[config.mk]
export PLATFORM = sky130hd
export DESIGN_NAME = random_word_to_decimal_digits
export DESIGN_NICKNAME = d
export VERILOG_FILES = /design/src/sv/rwdd_pkg.sv /design/src/sv/rwdd_digit_unit.sv /design/src/sv/rwdd_sequencer.sv /design/src/sv/random_word_to_decimal_digits.sv
export SDC_FILE = /design/constraint.sdc
export NUM_CORES = 1
export LEC_CHECK = 0
export ABC_AREA = 0
export BUFFER_PORTS_ARGS = -buffer_cell sky130_fd_sc_hd__buf_2
export CAP_MARGIN = 20
export CORE_MARGIN = 2
export CORE_UTILIZATION = 45
export CTS_BUF_LIST = sky130_fd_sc_hd__clkbuf_8
export DETAILED_ROUTE_END_ITERATION = 12
export SLEW_MARGIN = 30
export SYNTH_ARGS = -nofsm -noshare
export SYNTH_HDL_FRONTEND = slang
export SYNTH_SLANG_ARGS = --single-unit
[constraint.sdc]
create_clock -name clk -period 10.27 [get_ports clk]
set_clock_uncertainty 0.05 [all_clocks]
set_input_delay 1.027 -clock clk [delete_from_list [all_inputs] [get_ports clk]]
set_output_delay 1.027 -clock clk [all_outputs]
set_load 0.005 [all_outputs]
[src/sv/rwdd_pkg.sv]
// Package with shared types and constants for the random word to decimal digits block.
package rwdd_pkg;

    localparam int unsigned WORD_W  = 32;
    localparam int unsigned COUNT_W = 20;
    localparam int unsigned DIGIT_W = 4;
    localparam int unsigned VALUE_W = 30;
    localparam int unsigned WIDE_W  = 34;
    localparam int unsigned STEP_W  = 4;

    localparam logic [WORD_W-1:0]  REJECT_LIMIT  = 32'd4000000000;
    localparam logic [WIDE_W-1:0]  GROUP_MODULUS = 34'd1000000000;
    localparam logic [COUNT_W-1:0] COUNT_RESET   = 20'd10;
    localparam logic [COUNT_W-1:0] GROUP_DIGITS  = 20'd9;
    localparam logic [STEP_W-1:0]  LAST_STEP     = 4'd9;
    localparam logic [STEP_W-1:0]  STEP_SPAN     = 4'd10;

    typedef enum logic [0:0] {
        ST_IDLE,
        ST_RUN
    } state_t;

    // Control from the sequencer to the datapath for one cycle.
    typedef struct packed {
        logic load;
        logic advance;
        logic first;
        logic emit;
        logic last;
        logic run_done;
    } seq_ctrl_t;

    // Multiple of the group modulus for a quotient digit of 0 to 9.
    function automatic logic [WIDE_W-1:0] modulus_times(input logic [DIGIT_W-1:0] q);
        logic [WIDE_W-1:0] m;
        case (q)
            4'd1:    m = 34'd1000000000;
            4'd2:    m = 34'd2000000000;
            4'd3:    m = 34'd3000000000;
            4'd4:    m = 34'd4000000000;
            4'd5:    m = 34'd5000000000;
            4'd6:    m = 34'd6000000000;
            4'd7:    m = 34'd7000000000;
            4'd8:    m = 34'd8000000000;
            4'd9:    m = 34'd9000000000;
            default: m = '0;
        endcase
        return m;
    endfunction

endpackage

[src/sv/rwdd_digit_unit.sv]
// Shared step unit: one modulus reduction or one decimal digit per use.
module rwdd_digit_unit (
    input  logic                           first,
    input  logic [rwdd_pkg::WORD_W-1:0]    value,
    output logic [rwdd_pkg::DIGIT_W-1:0]   quotient,
    output logic [rwdd_pkg::VALUE_W-1:0]   remainder
);
    import rwdd_pkg::*;

    logic [WIDE_W-1:0] scaled;
    logic [WIDE_W-1:0] residue;

    // The first use reduces the raw word; later uses shift the value one
    // decimal place up so the next digit lands in the top position.
    always_comb
    begin
        if (first)
        begin
            scaled = {2'b00, value};
        end
        else
        begin
            scaled = {1'b0, value[VALUE_W-1:0], 3'b000} + {3'b000, value[VALUE_W-1:0], 1'b0};
        end
    end

    // The scaled value is below ten times the modulus, so the quotient is
    // the number of constant multiples it reaches.
    always_comb
    begin
        quotient = '0;
        for (int k = 1; k <= 9; k++)
        begin
            if (scaled >= modulus_times(DIGIT_W'(k)))
            begin
                quotient = DIGIT_W'(k);
            end
        end
    end

    assign residue   = scaled - modulus_times(quotient);
    assign remainder = residue[VALUE_W-1:0];

endmodule

[src/sv/rwdd_sequencer.sv]
// Sequencer: run counter, group length and step count for each accepted word.
module rwdd_sequencer (
    input  logic                          clk,
    input  logic                          rst_n,
    input  logic                          cfg_write,
    input  logic [rwdd_pkg::COUNT_W-1:0]  cfg_count,
    input  logic                          in_transfer,
    input  logic [rwdd_pkg::WORD_W-1:0]   word,
    input  logic                          out_free,
    output logic                          idle,
    output rwdd_pkg::seq_ctrl_t           ctrl
);
    import rwdd_pkg::*;

    state_t             state_reg, state_next;
    logic [COUNT_W-1:0] remaining_reg, remaining_next;
    logic [STEP_W-1:0]  step_reg, step_next;
    logic [STEP_W-1:0]  len_reg, len_next;
    logic               ends_reg, ends_next;
    logic [STEP_W-1:0]  len_take;
    logic [COUNT_W-1:0] remaining_after;
    logic               usable;
    logic [STEP_W-1:0]  first_emit;

    always_ff @(posedge clk or negedge rst_n)
    begin
        if (!rst_n)
        begin
            state_reg     <= ST_IDLE;
            remaining_reg <= COUNT_RESET;
            step_reg      <= '0;
            len_reg       <= '0;
            ends_reg      <= 1'b0;
        end
        else
        begin
            state_reg     <= state_next;
            remaining_reg <= remaining_next;
            step_reg      <= step_next;
            len_reg       <= len_next;
            ends_reg      <= ends_next;
        end
    end

    assign len_take        = (remaining_reg >= GROUP_DIGITS) ? GROUP_DIGITS[STEP_W-1:0]
                                                             : remaining_reg[STEP_W-1:0];
    assign remaining_after = remaining_reg - COUNT_W'(len_take);
    assign usable          = (remaining_reg != '0) && (word < REJECT_LIMIT);
    assign first_emit      = STEP_SPAN - len_reg;

    always_comb
    begin
        state_next     = state_reg;
        remaining_next = remaining_reg;
        step_next      = step_reg;
        len_next       = len_reg;
        ends_next      = ends_reg;
        idle           = 1'b0;
        ctrl           = '0;
        unique case (state_reg)
            ST_IDLE:
            begin
                idle = 1'b1;
                if (in_transfer && usable)
                begin
                    ctrl.load      = 1'b1;
                    state_next     = ST_RUN;
                    step_next      = '0;
                    len_next       = len_take;
                    remaining_next = remaining_after;
                    ends_next      = (remaining_after == '0);
                end
            end
            ST_RUN:
            begin
                ctrl.advance  = out_free;
                ctrl.first    = (step_reg == '0);
                ctrl.emit     = (step_reg != '0) && (step_reg >= first_emit);
                ctrl.last     = (step_reg == LAST_STEP);
                ctrl.run_done = (step_reg == LAST_STEP) && ends_reg;
                if (out_free)
                begin
                    if (step_reg == LAST_STEP)
                    begin
                        state_next = ST_IDLE;
                    end
                    else
                    begin
                        step_next = step_reg + 1'b1;
                    end
                end
            end
            default:
            begin
                state_next = ST_IDLE;
            end
        endcase
        if (cfg_write)
        begin
            remaining_next = cfg_count;
        end
    end

endmodule

[src/sv/random_word_to_decimal_digits.sv]
// Top level of the random word to decimal digits converter.
//
//  Channel  Signals                      Direction  Contents
//  s        s_tvalid s_tready s_tdata    in         random_word[31:0]
//  m        m_tvalid m_tready m_tdata    out        digit[3:0], zero padded to 8 bits
//           m_tlast m_tuser                         tlast = group_last, tuser = run_done
//  cfg      cfg_valid cfg_ready cfg_data in         digit_count[19:0]
//
// An accepted word that yields digits passes through the shared step unit: a
// first step reduces it modulo one billion and digit steps then produce its
// nine digits, most significant first; leading positions beyond the remaining
// count are computed but not transferred. After such a word is taken, s_tready
// stays low until its last step is done. A word that is rejected, or that
// arrives after the run has finished, is consumed in its transfer cycle. Each
// step waits while the output register holds a digit that has not been taken,
// so output stalls stretch the step sequence one for one. Reset loads the digit
// count of ten and needs no clearing pass; cfg_ready is always high.
module random_word_to_decimal_digits (
    input  logic        clk,
    input  logic        rst_n,
    // Input stream. Fields from bit 0: random_word[31:0].
    input  logic        s_tvalid,
    output logic        s_tready,
    input  logic [31:0] s_tdata,
    // Output stream. tdata fields from bit 0: digit[3:0], zeros above.
    // tuser fields from bit 0: run_done.
    output logic        m_tvalid,
    input  logic        m_tready,
    output logic [7:0]  m_tdata,
    output logic        m_tlast,
    output logic        m_tuser,
    // Configuration write channel. Fields from bit 0: digit_count[19:0].
    input  logic        cfg_valid,
    output logic        cfg_ready,
    input  logic [19:0] cfg_data
);
    import rwdd_pkg::*;

    seq_ctrl_t          ctrl;
    logic               idle;
    logic               in_transfer;
    logic               out_free;
    logic [WORD_W-1:0]  value_reg;
    logic [DIGIT_W-1:0] quotient;
    logic [VALUE_W-1:0] remainder;
    logic               out_valid_reg;
    logic [DIGIT_W-1:0] digit_reg;
    logic               last_reg;
    logic               done_reg;

    assign cfg_ready   = 1'b1;
    assign s_tready    = idle;
    assign in_transfer = s_tvalid && s_tready;

    // The output register may be refilled in the same cycle its digit leaves.
    assign out_free    = !out_valid_reg || m_tready;

    rwdd_sequencer u_sequencer (
        .clk         (clk),
        .rst_n       (rst_n),
        .cfg_write   (cfg_valid && cfg_ready),
        .cfg_count   (cfg_data),
        .in_transfer (in_transfer),
        .word        (s_tdata),
        .out_free    (out_free),
        .idle        (idle),
        .ctrl        (ctrl)
    );

    rwdd_digit_unit u_digit_unit (
        .first     (ctrl.first),
        .value     (value_reg),
        .quotient  (quotient),
        .remainder (remainder)
    );

    // Working value: the raw word at load, then the running remainder.
    always_ff @(posedge clk)
    begin
        if (ctrl.load)
        begin
            value_reg <= s_tdata;
        end
        else if (ctrl.advance)
        begin
            value_reg <= {2'b00, remainder};
        end
    end

    always_ff @(posedge clk or negedge rst_n)
    begin
        if (!rst_n)
        begin
            out_valid_reg <= 1'b0;
        end
        else if (ctrl.advance && ctrl.emit)
        begin
            out_valid_reg <= 1'b1;
        end
        else if (m_tready)
        begin
            out_valid_reg <= 1'b0;
        end
    end

    // On the reduction step the quotient is the discarded billions count, so
    // only digit steps load the output payload.
    always_ff @(posedge clk)
    begin
        if (ctrl.advance && ctrl.emit)
        begin
            digit_reg <= quotient;
            last_reg  <= ctrl.last;
            done_reg  <= ctrl.run_done;
        end
    end

    assign m_tvalid = out_valid_reg;
    assign m_tdata  = {4'b0000, digit_reg};
    assign m_tlast  = last_reg;
    assign m_tuser  = done_reg;

endmodule

## After elaboration in Yosys (flattened, before gate mapping)

Memory sizes are Yosys's and may differ from the RTL's.
Cells that the tools add are included.

| word-level totals | value |
|---|---|
| bits in registers | 69 |
| ROM bits | 400 |
| input port bits | 57 |
| output and inout port bits | 13 |
| logic and storage cells | 81 |
| memories kept | 1 |

Memories:

| name | depth | width | rd ports | clocked after Yosys merged registers in | write ports | line | text |
|---|---|---|---|---|---|---|---|
| (no name shown) | 16 | 25 | 1 | 0 | 0 | rwdd_pkg.sv:36 | `case (q)` |

| operators by class | value |
|---|---|
| add/sub/neg operators | 5 |
| order comparisons | 12 |
| eq/ne operators | 5 |
| muxes and demuxes | 29 |
| bitwise logic cells | 1 |
| reduce and logical (&&, ||, !) cells | 18 |

Operator list:

| operator | number |
|---|---|
| 34-bit by 33-bit >= comparator with 1-bit output (second input constant) | 4 |
| 34-bit by 32-bit >= comparator with 1-bit output (second input constant) | 2 |
| 32-bit 2-to-1 mux | 2 |
| 20-bit 2-to-1 mux | 3 |
| 33-bit by 31-bit adder with 34-bit output | 1 |
| 34-bit by 30-bit >= comparator with 1-bit output (second input constant) | 1 |
| 34-bit by 31-bit >= comparator with 1-bit output (second input constant) | 1 |
| 34-bit >= comparator (second input constant) | 1 |
| 34-bit 2-to-1 mux | 1 |
| 32-bit less-than comparator (second input constant) | 1 |
| 30-bit subtractor | 1 |
| 4-bit 2-to-1 mux | 6 |
| 20-bit by 4-bit >= comparator with 1-bit output (second input constant) | 1 |
| 20-bit zero test | 1 |
| 20-bit nonzero test | 1 |
| 20-bit by 4-bit subtractor with 20-bit output | 1 |
| 3-bit 2-to-1 mux | 4 |
| 1-bit 2-to-1 mux | 8 |
| 4-bit one-hot mux with 2 select lines | 1 |
| 1-bit logical AND | 6 |
| 2-bit nonzero test | 3 |
| 5-bit 2-to-1 mux | 1 |
| 4-bit by 1-bit adder with 4-bit output (second input constant) | 1 |
| 4-bit == test (second input constant) | 1 |
| 13 further kinds | 17 |

## Longest topological paths before layout

Gate-level depths: netlist (run 1).
An unclocked memory read counts as a cell.

| depth | value |
|---|---|
| depth in word-level cells | 19 |
| depth in mapped cells | 35 |
| gate-level depth less buffers | 33 |

## By module

Synthesis (run 1) repeated with hierarchy kept, for this count alone.

| unflattened totals | value |
|---|---|
| cells, all modules | 1079 |
| area total of the unflattened synthesis | 8952.3 sq um |

By module, submodules not included:

| module | times used | cells an instance | area an instance (sq um) | sequential area each (sq um) |
|---|---|---|---|---|
| rwdd_digit_unit | 1 | 719 | 4921.0 | 0.0 |
| rwdd_sequencer | 1 | 272 | 2272.2 | 753.2 |
| random_word_to_decimal_digits | 1 | 88 | 1759.2 | 1166.1 |

## Least setup slack after synthesis (run 1)

No wires, ideal clock.

| timing path | value |
|---|---|
| path type | flip-flop to flip-flop |
| start | register value_reg[0] |
| end | register value_reg[29] (data pin) |
| library setup time | 258 ps |
| arrival | 6908 ps |
| data required time | 9962 ps |
| setup slack | 3054 ps |
| stages on the path, launching flop included | 34 |
| buffers on the path | 1 |
| clock period less this slack | 7216 ps |
| cell sequence | edfxtp_1 ha_1 fa_1 a211oi_4 o21ai_1 a221oi_4 o31ai_2 xnor2_2 a21boi_1 or4_1 or4_1 nand4_1 and2_4 buf_6 nor2_1 o21ai_1 ha_1 inv_1 a21boi_1 ha_1 inv_1 fa_1 a21oi_1 o211ai_1 nor4_1 o31ai_1 o211ai_1 a31oi_1 a21o_1 a21oi_1 nand3_1 a21o_1 o21ai_0 nor3_1 |

| on the way | value |
|---|---|
| word-level cells in the longest chain between the ends | 16 |
| elaborated cells on any way between the ends | 24 |
| those cells by class | add/sub: 2; order compare: 9; mux: 12; memory: 1 |

Ends and longest elaborated chain:

| item | line | text |
|---|---|---|
| start: declaration | random_word_to_decimal_digits.sv:43 | `logic [WORD_W-1:0] value_reg;` |
| start signal: assignment | random_word_to_decimal_digits.sv:82 | `value_reg <= s_tdata;` |
| start signal: assignment | random_word_to_decimal_digits.sv:86 | `value_reg <= {2'b00, remainder};` |
| 33-bit by 31-bit adder with 34-bit output | rwdd_digit_unit.sv:23 | `scaled = {1'b0, value[VALUE_W-1:0], 3'b000} + {3'b000, value[VALUE_W-1:0], 1'b0};` |
| 34-bit 2-to-1 mux (*) | rwdd_digit_unit.sv:17 | `if (first)` |
| 34-bit by 30-bit >= comparator with 1-bit output | rwdd_digit_unit.sv:34 | `if (scaled >= modulus_times(DIGIT_W'(k)))` |
| 1-bit 2-to-1 mux | rwdd_digit_unit.sv:34 |  |
| 2-bit 2-to-1 mux (2 in series) | rwdd_digit_unit.sv:34 |  |
| 3-bit 2-to-1 mux (4 in series) | rwdd_digit_unit.sv:34 |  |
| 4-bit 2-to-1 mux (2 in series) | rwdd_digit_unit.sv:34 |  |
| memory read 16 x 25 bit | - |  |
| 30-bit subtractor (*) | rwdd_digit_unit.sv:41 | `assign residue = scaled - modulus_times(quotient);` |
| 32-bit 2-to-1 mux (*) | random_word_to_decimal_digits.sv:84 | `else if (ctrl.advance)` |
| 32-bit 2-to-1 mux (*) | random_word_to_decimal_digits.sv:80 | `if (ctrl.load)` |

Mark *: on every way between the ends. The rest lies on a longest branch, timed or not. The select of a mux whose other input is x is not followed.
A chain may end at the register's enable or synchronous reset.

## Worst setup path in the final report (run 1)

| timing path | value |
|---|---|
| start | register value_reg[0] |
| end | register value_reg[29] (data pin) |

| on the way | value |
|---|---|
| word-level cells in the longest chain between the ends | 16 |
| elaborated cells on any way between the ends | 24 |
| those cells by class | add/sub: 2; order compare: 9; mux: 12; memory: 1 |

Ends and longest elaborated chain:

| item | line | text |
|---|---|---|
| 33-bit by 31-bit adder with 34-bit output | rwdd_digit_unit.sv:23 |  |
| 34-bit 2-to-1 mux (*) | rwdd_digit_unit.sv:17 |  |
| 34-bit by 30-bit >= comparator with 1-bit output | rwdd_digit_unit.sv:34 |  |
| 1-bit 2-to-1 mux | rwdd_digit_unit.sv:34 |  |
| 2-bit 2-to-1 mux (2 in series) | rwdd_digit_unit.sv:34 |  |
| 3-bit 2-to-1 mux (4 in series) | rwdd_digit_unit.sv:34 |  |
| 4-bit 2-to-1 mux | rwdd_digit_unit.sv:34 |  |
| 4-bit 2-to-1 mux (*) | rwdd_digit_unit.sv:34 |  |
| net quotient[0] | random_word_to_decimal_digits.sv:44 | `logic [DIGIT_W-1:0] quotient;` |
| memory read 16 x 25 bit (*) | - |  |
| 30-bit subtractor (*) | rwdd_digit_unit.sv:41 |  |
| 32-bit 2-to-1 mux (*) | random_word_to_decimal_digits.sv:84 |  |
| 32-bit 2-to-1 mux (*) | random_word_to_decimal_digits.sv:80 |  |

The timed path passes the listed nets; every way through them passes the cells marked *. The select of a mux whose other input is x is not followed.

==> results of run 1 <==
## path summary, 6_finish.rpt
path | cells past startpoint | slack (ps) | from | end
hold reg to reg | 2 | 450 | u_sequencer.ends_reg | u_sequencer.ends_reg
max in group asynchronous | 1 | 9040 | rst_n | u_sequencer.remaining_reg[13]
setup / recovery | 32 | 1700 | value_reg[0] | value_reg[29]
hold / removal | 2 | 450 | u_sequencer.ends_reg | u_sequencer.ends_reg
min in group asynchronous | 1 | 660 | rst_n | u_sequencer.remaining_reg[9]
setup reg to reg | 32 | 1700 | value_reg[0] | value_reg[29]
## cells by family (layout without fill, tap and decap cells)
group,count (synthesis),count (layout),share of synthesized area [%]
and+or+nand+nor,419,419,25.06
adders and majority gates,67,67,10.19
other,2,5,0.08971
buffers and inverters,81,114,4.259
AOI/OAI and AO/OA,357,357,28.79
DFF,69,69,22.93
xor gates and xnor gates,51,51,5.425
muxes,26,26,3.258
## critical path, delay by kind of cell, from the launching register on
| family | cells | cell delay [ps] |
|---|---|---|
| fa+ha+maj | 5 | 1640 |
| flops | 1 | 460 |
| buf+inv | 2 | 130 |
| simple gates | 4 | 770 |
| compound gates | 20 | 4860 |
| mux | 1 | 400 |
## cell usage in the layout (no fill, tap or decap), types with 11 or more instances in the layout
cell,instances
inv_1,29
nand2_1,133
o21a_1,12
o21ai_1,11
nand4_1,24
dfrtp_1,29
or3_1,20
nor4_1,12
nand3_1,34
nor3_1,28
edfxtp_1,38
o21ai_0,90
xor2_1,21
mux2i_1,16
a31oi_1,18
ha_1,65
buf_2,64
and3_1,15
o211ai_1,25
and2_1,17
nor2_1,73
o31ai_1,13
a21oi_1,72
clkbuf_8,11
a21o_1,16
xnor2_1,29
## cells in the mapped netlist (11+ instances only)
cell,count,area share (%)
inv_1,28,1.3
xnor2_1,29,3.0
nand3_1,34,2.0
nand2_1,133,6.0
ha_1,65,9.7
buf_2,18,1.1
and2_1,17,1.3
clkbuf_1,25,1.1
nor4_1,12,0.90
o31ai_1,13,1.2
nand4_1,24,1.8
or3_1,20,1.5
o211ai_1,25,2.2
nor2_1,74,3.3
mux2i_1,16,1.9
xor2_1,21,2.2
o21a_1,12,1.1
and3_1,15,1.1
a21o_1,16,1.4
a21oi_1,72,4.3
dfrtp_1,29,8.7
nor3_1,28,1.7
edfxtp_1,38,14
o21ai_1,11,0.66
o21ai_0,90,5.4
a31oi_1,18,1.3
## metal layers
metal | part of all wire (%) | global-route usage, % | vias to the layer above
met5 | 0 | 0 | -
met1 | 46 | 34.61 | 3866
li1 | - | - | 4099
met2 | 46 | 42.05 | 247
met3 | 5.9 | 4.034 | 39
met4 | 2.0 | 6.592 | 0
## area by class of cell
| class | instances | share of cell area [%] |
|---|---|---|
| sequential | 69 | 21.36 |
| clock buffer | 11 | 1.685 |
| tap | 229 | 3.189 |
| clock inverter | 5 | 0.2924 |
| multi-input combinational | 925 | 68.28 |
| inverter | 29 | 1.212 |
| timing repair buffer | 69 | 3.983 |
## through the flow
stage / cell area, sq um / setup WS, ps / util, % / cells
floorplan: 8383 / 3054 / - / 1075
global placement: 8807 / 1927 / 48.70 / 1321
detailed placement: 8807 / 1840 / 48.70 / 1321
CTS: 8985 / 1783 / 49.68 / 1337
global route: 8985 / 1078 / 49.68 / 1337
finish: 8985 / 1700 / 49.68 / 1337
==> flow_summary_export.csv, run 1 <==
group,metric,value,unit
timing,whs,452.6,ps
timing,fin_tns_setup,0,ps
layout,syn2layout_area_growth,7.323,%
layout,nets,1227,
synthesis,syn_area,0.008372,sq mm
clock_tree,root_buffer,"clkbuf_8",
floorplan,die_w,140.4,um
synthesis,avgSynthCellArea,7.809,sq um
worst_setup_path,required,10340,ps
worst_setup_path,crit_path_max_fanout,7,
floorplan,rows,49,
timing,hold_viol,0,
global_routing,antenna_found_initial,0,
floorplan,start_util,46.29,%
routing,firstDrtPassIters,5,
worst_setup_path,slowest_stage,"fa_1",
routing,viasPerCell,6.171,
global_routing,overflow,0,
layout,multi_input_area,0.006135,sq mm
clock_tree,cts.clk_slew.worst_paths,80,ps
synthesis,synth-edff-count,38,
layout,final.fill_count,1817,
clock_tree,clk_latency,360,ps
worst_setup_path,worstSetupPathType,"flop to flop",
global_routing,grt_pass1_vias,7833,
synthesis,synth_cell_type_count,97,
floorplan,fp.dieH,140.4,um
routing,ant_nets,0,
floorplan,coreArea,0.01809,sq mm
hold_path,hp-class,"flop to flop",
synthesis,ys_warn_count,0,
timing,min_period,8570,ps
timing,drv_slew,0,
global_routing,grt_max_degree,63,
timing,relSlewSlack,38.97,%
clock_tree,clock_sinks,69,
clock_tree,cts_made_buffers,9,
routing,routed_wirelength,25090,um
clock_tree,htree_levels,3,
flow_run,max_cap_viol_count,0,
worst_setup_path,start_kind,"flop",
layout,antennaDiodeCount,0,
global_routing,grt_util_all_layers,25.38,%
routing,num_vias,8251,
clock_tree,cts_tree,"yes",
timing,rsz0062_at_grt,"no",
placed_design,place.port_buffers,64,
synthesis,synth_flop_cell,"edfxtp_1",
timing,fmaxAchievable,0.1167,GHz
timing,setup_viol,0,
worst_setup_path,worstPathArrival,8640,ps
timing,worst_pin_slew,911.4,ps
clock_tree,cts_buffer_depth,2,
synthesis,netlist_instances,1072,
layout,seqCellArea,0.001919,sq mm
synthesis,ys_seq_elements,69,
routing,wl_per_cell,18.77,um
layout,largest_reg_flops,32,
clock_tree,ctsResizeCount,0,
floorplan,die_area,0.01971,sq mm
routing,drt_iter0_drc,597,
status,status,"completed",
layout,drive_gt1_share,12.45,%
worst_setup_path,crit_path_end_kind,"flop",
global_routing,grt_pass1_wl,40430,um
worst_setup_path,critPathMaxStageDelay,490,ps
synthesis,async_flop_share,44.93,%
placed_design,gp_congestion,0.9349,
synthesis,ys_seq_area_share,22.93,%
placed_design,place.detailed.hpwl,19670,um
timing,period_share,83.45,%
clock_tree,postCtsSetupBuffers,0,
floorplan,boundaryPins,70,
clock_tree,cts-hold-fix-buffers,0,
routing,drcViolationCount,0,
Power of run 1 is left out: the tool's default activity adds up to more than one toggle a clock period on the data nets, which glitch-free logic cannot reach.
==> run 2: changes to the inputs <==
--- a/config.mk
+++ b/config.mk
@@ -5,7 +5,7 @@
 export SDC_FILE = /design/constraint.sdc
 export NUM_CORES = 1
 export LEC_CHECK = 0
-export ABC_AREA = 0
+export ABC_AREA = 1
 export BUFFER_PORTS_ARGS = -buffer_cell sky130_fd_sc_hd__buf_2
 export CAP_MARGIN = 20
 export CORE_MARGIN = 2
==> constraint.sdc (replaced) <==
create_clock -name clk -period 7.9 [get_ports clk]
set_clock_uncertainty 0.05 [all_clocks]
set_input_delay 0.79 -clock clk [delete_from_list [all_inputs] [get_ports clk]]
set_output_delay 0.79 -clock clk [all_outputs]
set_load 0.005 [all_outputs]
==> flow_summary_export.csv, run 2 <==
group,metric,value,unit
status,status,"completed",
worst_setup_path,cp_common_cell,"nand2_1",
worst_setup_path,required,7990,ps
timing,relSlewSlack,44.93,%
synthesis,async_flop_share,44.93,%
clock_tree,clock_sinks,69,
synthesis,synth_cell_type_count,56,
global_routing,overflow,0,
worst_setup_path,crit_path_end_kind,"flop",
timing,min_period,6979,ps
routing,drcViolationCount,0,
placed_design,gp_congestion,0.9884,
synthesis,ys_seq_elements,69,
worst_setup_path,critPathMaxStageDelay,490,ps
flow_run,max_cap_viol_count,0,
routing,routed_wirelength,26380,um
floorplan,fp.dieH,142.8,um
synthesis,synth.most_common_cell,"nand2_1",
synthesis,synth.top_cell.area_share,20.51,%
layout,drive_gt1_share,12.53,%
timing,whs,414.6,ps
clock_tree,ctsResizeCount,0,
timing,drv_slew,0,
clock_tree,cts_buffer_depth,2,
routing,firstDrtPassIters,5,
synthesis,synth_flop_cell,"edfxtp_1",
worst_setup_path,r2r_slack,920,ps
synthesis,synth_commonest_cells,"nand2_1, inv_1, nor2_1, nand3_1, ha_1",
worst_setup_path,slowest_stage,"edfxtp_1",
layout,largest_reg_flops,32,
routing,ant_nets,0,
floorplan,start_util,46.07,%
clock_tree,htree_levels,3,
global_routing,grt_pass1_wl,42320,um
clock_tree,cts.clk_slew.worst_paths,90,ps
hold_path,hp-class,"input port to async pin",
layout,nets,1588,
global_routing,grt_max_degree,51,
routing,num_vias,8889,
timing,fin_tns_setup,0,ps
worst_setup_path,start_kind,"flop",
synthesis,netlist_instances,1402,
global_routing,grt_pass1_vias,8374,
routing,wl_per_cell,15.26,um
worst_setup_path,worstPathArrival,7060,ps
worst_setup_path,worstSetupPathType,"flop to flop",
clock_tree,postCtsSetupBuffers,0,
synthesis,ys_seq_area_share,22.13,%
global_routing,antenna_found_initial,0,
clock_tree,clk_latency,380,ps
timing,rsz0062_at_grt,"no",
layout,antennaDiodeCount,0,
floorplan,coreArea,0.01883,sq mm
worst_setup_path,crit_path_max_fanout,7,
worst_setup_path,r2r-start,"value_reg[3]",
clock_tree,root_buffer,"clkbuf_8",
global_routing,grt_util_all_layers,26.65,%
floorplan,rows,50,
timing,worst_pin_slew,824.8,ps
clock_tree,cts-hold-fix-buffers,0,
layout,layout_common_cells,"nand2_1, inv_1, nor2_1",
worst_setup_path,reg2reg_depth,43,
synthesis,synth_area_leaders,"nand2_1, edfxtp_1, ha_1",
synthesis,synth-edff-count,38,
routing,viasPerCell,5.141,
clock_tree,cts_tree,"yes",
placed_design,place.detailed.hpwl,21790,um
timing,hold_viol,0,
timing,fmaxAchievable,0.1433,GHz
floorplan,die_area,0.02040,sq mm
synthesis,syn_area,0.008675,sq mm
floorplan,die_w,142.8,um
synthesis,avgSynthCellArea,6.187,sq um
synthesis,ys_warn_count,0,
layout,syn2layout_area_growth,8.986,%
timing,period_share,88.34,%
placed_design,place.port_buffers,64,
timing,setup_viol,0,
floorplan,boundaryPins,70,
worst_setup_path,rr_endpoint,"value_reg[29]",
synthesis,synth.largest_area_cell,"nand2_1",
routing,drt_iter0_drc,716,
clock_tree,cts_made_buffers,9,
layout,final_common_cell,"nand2_1",
-- run 2: changes by cell type after synthesis, moves of 17 or more --
| cell | delta |
|---|---|
| nand2_1 | +341 |
| inv_1 | +159 |
| nor2_1 | +60 |
| nand3_1 | +52 |
| o21ai_0 | -46 |
| or3_1 | -20 |
| nand2_2 | +19 |
| a21oi_1 | -17 |
-- run 2: worst max-delay path: cells and delay by family, from the launching register on --
| kind | cells | cell delay [ps] |
|---|---|---|
| AO/OA/AOI/OAI | 9 | 1670 |
| XOR/XNOR | 2 | 330 |
| adder cells (fa/ha/maj) | 4 | 1220 |
| buffers and inverters | 6 | 460 |
| flip-flops | 1 | 490 |
| AND/OR/NAND/NOR | 22 | 2500 |
-- run 2: worst max path at each step --
| stage | from | end | slack (ps) |
|---|---|---|---|
| global placement | value_reg[3] | value_reg[29] | 1070 |
| global route | value_reg[3] | value_reg[29] | 210 |
| finish | value_reg[3] | value_reg[29] | 920 |
| floorplan | value_reg[0] | value_reg[28] | 2170 |
| CTS | value_reg[0] | value_reg[29] | 1040 |
| detailed placement | value_reg[0] | value_reg[29] | 1080 |
-- run 2: through the flow --
step | instance area (sq um) | util [%] | worst slack (ps) | instances
floorplan | 8686 | - | 2169 | 1405
CTS | 9454 | 50.21 | 1037 | 1729
finish | 9454 | 50.21 | 921.0 | 1729
global route | 9454 | 50.21 | 208.6 | 1729
detailed placement | 9264 | 49.20 | 1083 | 1713
global placement | 9264 | 49.20 | 1067 | 1713
-- run 2: area by class of cell --
cell class	count	area [sq um]
Clock buffer	9	123.9
Clock inverter	7	66.31
Fill cell	2019	9376
Inverter	205	769.5
Multi-Input combinational cell	1107	5869
Sequential cell	69	1919
Tap cell	260	325.3
Timing Repair Buffer	72	380.4
-- run 2: logic make-up after synthesis --
| family | synth area share [%] |
|---|---|
| XOR/XNOR | 4.241 |
| buffers and inverters | 10.39 |
| AND/OR/NAND/NOR | 40.73 |
| AO/OA/AOI/OAI | 12.59 |
| adder cells (fa/ha/maj) | 9.837 |
| flip-flops | 22.13 |
| other | 0.08657 |
-- run 2: layer usage --
layer	GRT usage, %	vias to the layer above	part of all wire (%)
met5	0	-	0
met4	8.911	0	2.4
met3	3.555	41	5.0
met2	42.31	216	44
met1	37.43	3998	49
li1	-	4634	-
Power of run 2 is left out for the same reason.
==> run 3: changes to the inputs <==
--- a/config.mk
+++ b/config.mk
@@ -15,4 +15,5 @@
 export SLEW_MARGIN = 30
 export SYNTH_ARGS = -nofsm -noshare
 export SYNTH_HDL_FRONTEND = slang
+export SYNTH_HIERARCHICAL = 1
 export SYNTH_SLANG_ARGS = --single-unit
==> flow_summary_export.csv, run 3 <==
group,metric,value,unit
worst_setup_path,crit_path_max_fanout,7,
synthesis,ys_seq_elements,69,
synthesis,synth.most_common_cell,"nand2_1",
global_routing,grt_use_met2,45.42,%
clock_tree,ctsResizeCount,0,
synthesis,avgSynthCellArea,6.090,sq um
synthesis,ys_seq_area_share,21.12,%
layout,antennaDiodeCount,0,
timing,relSlewSlack,47.03,%
global_routing,top_usage_layer,"met2",
global_routing,overflow,0,
global_routing,grt_util_all_layers,26.18,%
routing,drt_iter0_drc,699,
clock_tree,cts_tree,"yes",
synthesis,netlist_instances,1492,
worst_setup_path,required,7970,ps
routing,routed_wirelength,27920,um
global_routing,grt_max_degree,43,
worst_setup_path,critPathBufInv,5,
routing,viasPerCell,5.210,
clock_tree,htree_levels,3,
worst_setup_path,worstSetupPathType,"flop to flop",
floorplan,die_w,146.1,um
global_routing,antenna_found_initial,0,
global_routing,met1_usage,34.60,%
routing,ant_nets,0,
layout,nets,1675,
timing,fin_tns_setup,0,ps
layout,drive_gt1_share,13.69,%
synthesis,ys_warn_count,6,
timing,drv_slew,0,
layout,syn2layout_area_growth,8.262,%
timing,worst_pin_slew,794.6,ps
routing,firstDrtPassIters,6,
floorplan,fp.dieH,146.1,um
layout,final.fill_count,2142,
status,status,"completed",
clock_tree,cts_buffer_depth,2,
timing,rsz0062_at_grt,"no",
worst_setup_path,crit_path_end_kind,"flop",
layout,layout_common_cells,"nand2_1, inv_1, nand3_1",
routing,drcViolationCount,0,
timing,min_period,7091,ps
worst_setup_path,start_kind,"flop",
synthesis,async_flop_share,44.93,%
global_routing,grt.met3_usage,2.531,%
routing,num_vias,9488,
floorplan,start_util,46.23,%
synthesis,synth_area_leaders,"nand2_1, edfxtp_1, ha_1",
synthesis,synth_cell_type_count,56,
synthesis,synth.top_cell.area_share,22.93,%
timing,hold_viol,0,
layout,multi_input_area,0.006137,sq mm
worst_setup_path,cp_common_cell,"nand2_1",
floorplan,boundaryPins,70,
floorplan,die_area,0.02134,sq mm
placed_design,place.port_buffers,64,
placed_design,place.detailed.hpwl,22950,um
synthesis,synth_commonest_cells,"nand2_1, inv_1, nand3_1, nor2_1, ha_1",
clock_tree,root_buffer,"clkbuf_8",
timing,setup_viol,0,
timing,fmaxAchievable,0.1410,GHz
clock_tree,cts.clk_slew.worst_paths,90,ps
global_routing,grt_pass1_wl,45290,um
layout,largest_reg_flops,32,
clock_tree,clock_sinks,69,
layout,final_common_cell,"nand2_1",
synthesis,synth-edff-count,38,
clock_tree,postCtsSetupBuffers,0,
worst_setup_path,slowest_stage,"edfxtp_1",
clock_tree,cts_made_buffers,9,
layout,seqCellArea,0.001919,sq mm
synthesis,syn_area,0.009086,sq mm
floorplan,coreArea,0.01965,sq mm
floorplan,rows,51,
timing,period_share,89.75,%
worst_setup_path,critPathMaxStageDelay,400,ps
synthesis,synth.largest_area_cell,"nand2_1",
hold_path,hp-class,"input port to async pin",
clock_tree,clk_latency,370,ps
placed_design,gp_congestion,0.9775,
worst_setup_path,crit_family,"simple AND/OR/NAND/NOR gates",
layout,fin_util,50.05,%
worst_setup_path,worstPathArrival,7160,ps
routing,wl_per_cell,15.33,um
synthesis,synth_flop_cell,"edfxtp_1",
clock_tree,cts-hold-fix-buffers,0,
flow_run,max_cap_viol_count,0,
global_routing,grt_pass1_vias,8942,
[run 3: cell types whose count changed in the layout (fill, tap and decap cells not counted), sizes merged, moves of 8 or more]
cell	before	now
a31oi	16	4
nand4	20	28
nand2	496	595
xnor2	16	8
nor2	151	136
nand3	96	122
inv	207	230
o21ai	61	48
[run 3: cell families after synthesis]
logic type | count (synthesis) | share of synthesized area, %
buffers and inverters | 255 | 11.46
adder cells (fa/ha/maj) | 67 | 9.391
AND/OR/NAND/NOR | 921 | 45.57
flip-flops | 69 | 21.12
other | 2 | 0.08265
AO/OA/AOI/OAI | 149 | 9.584
XOR/XNOR | 29 | 2.795
[run 3: worst reg2reg max path: cells and delay by family (launching register included)]
kind | cells | cell delay [ps]
AOI/OAI and AO/OA | 6 | 1250
xor gates and xnor gates | 2 | 290
and+or+nand+nor | 34 | 3010
buffers and inverters | 5 | 400
DFF | 1 | 400
adders and majority gates | 5 | 1460
[run 3: final timing paths]
kind | slack (ps) | cells after the start | endpoint | from
worst min-delay path | 430 | 1 | u_sequencer/remaining_reg[8] | rst_n
worst max-delay path | 810 | 52 | value_reg[29] | value_reg[2]
worst min register to register | 450 | 2 | u_sequencer/ends_reg | u_sequencer/ends_reg
min in group clk | 450 | 2 | u_sequencer/ends_reg | u_sequencer/ends_reg
worst max register to register | 810 | 52 | value_reg[29] | value_reg[2]
max in group asynchronous | 6900 | 1 | u_sequencer/len_reg[3] | rst_n
[run 3: stage by stage]
step	area (sq um)	worst slack, ps	hold WS (ps)	cells
floorplan	9097	1954	390.9	1495
global placement	9613	1044	419.7	1804
detailed placement	9613	931.3	435.0	1804
CTS	9809	841.4	423.3	1820
global route	9837	143.1	487.7	1821
finish	9837	809.4	427.6	1821
[run 3: final cells by class]
| class | count | area share, % |
|---|---|---|
| Multi-Input combinational cell | 1171 | 62.39 |
| Sequential cell | 69 | 19.51 |
| Inverter | 231 | 8.891 |
| Timing Repair Buffer | 69 | 3.841 |
| Tap cell | 265 | 3.371 |
| Clock buffer | 9 | 1.259 |
| Clock inverter | 7 | 0.7377 |
[run 3: metal layers]
metal / up-vias / routed length [um]
li1: 4868 / -
met1: 4306 / 12520
met2: 274 / 13370
met3: 40 / 1325
met4: 0 / 704
met5: - / 0
Power of run 3 is left out for the same reason.
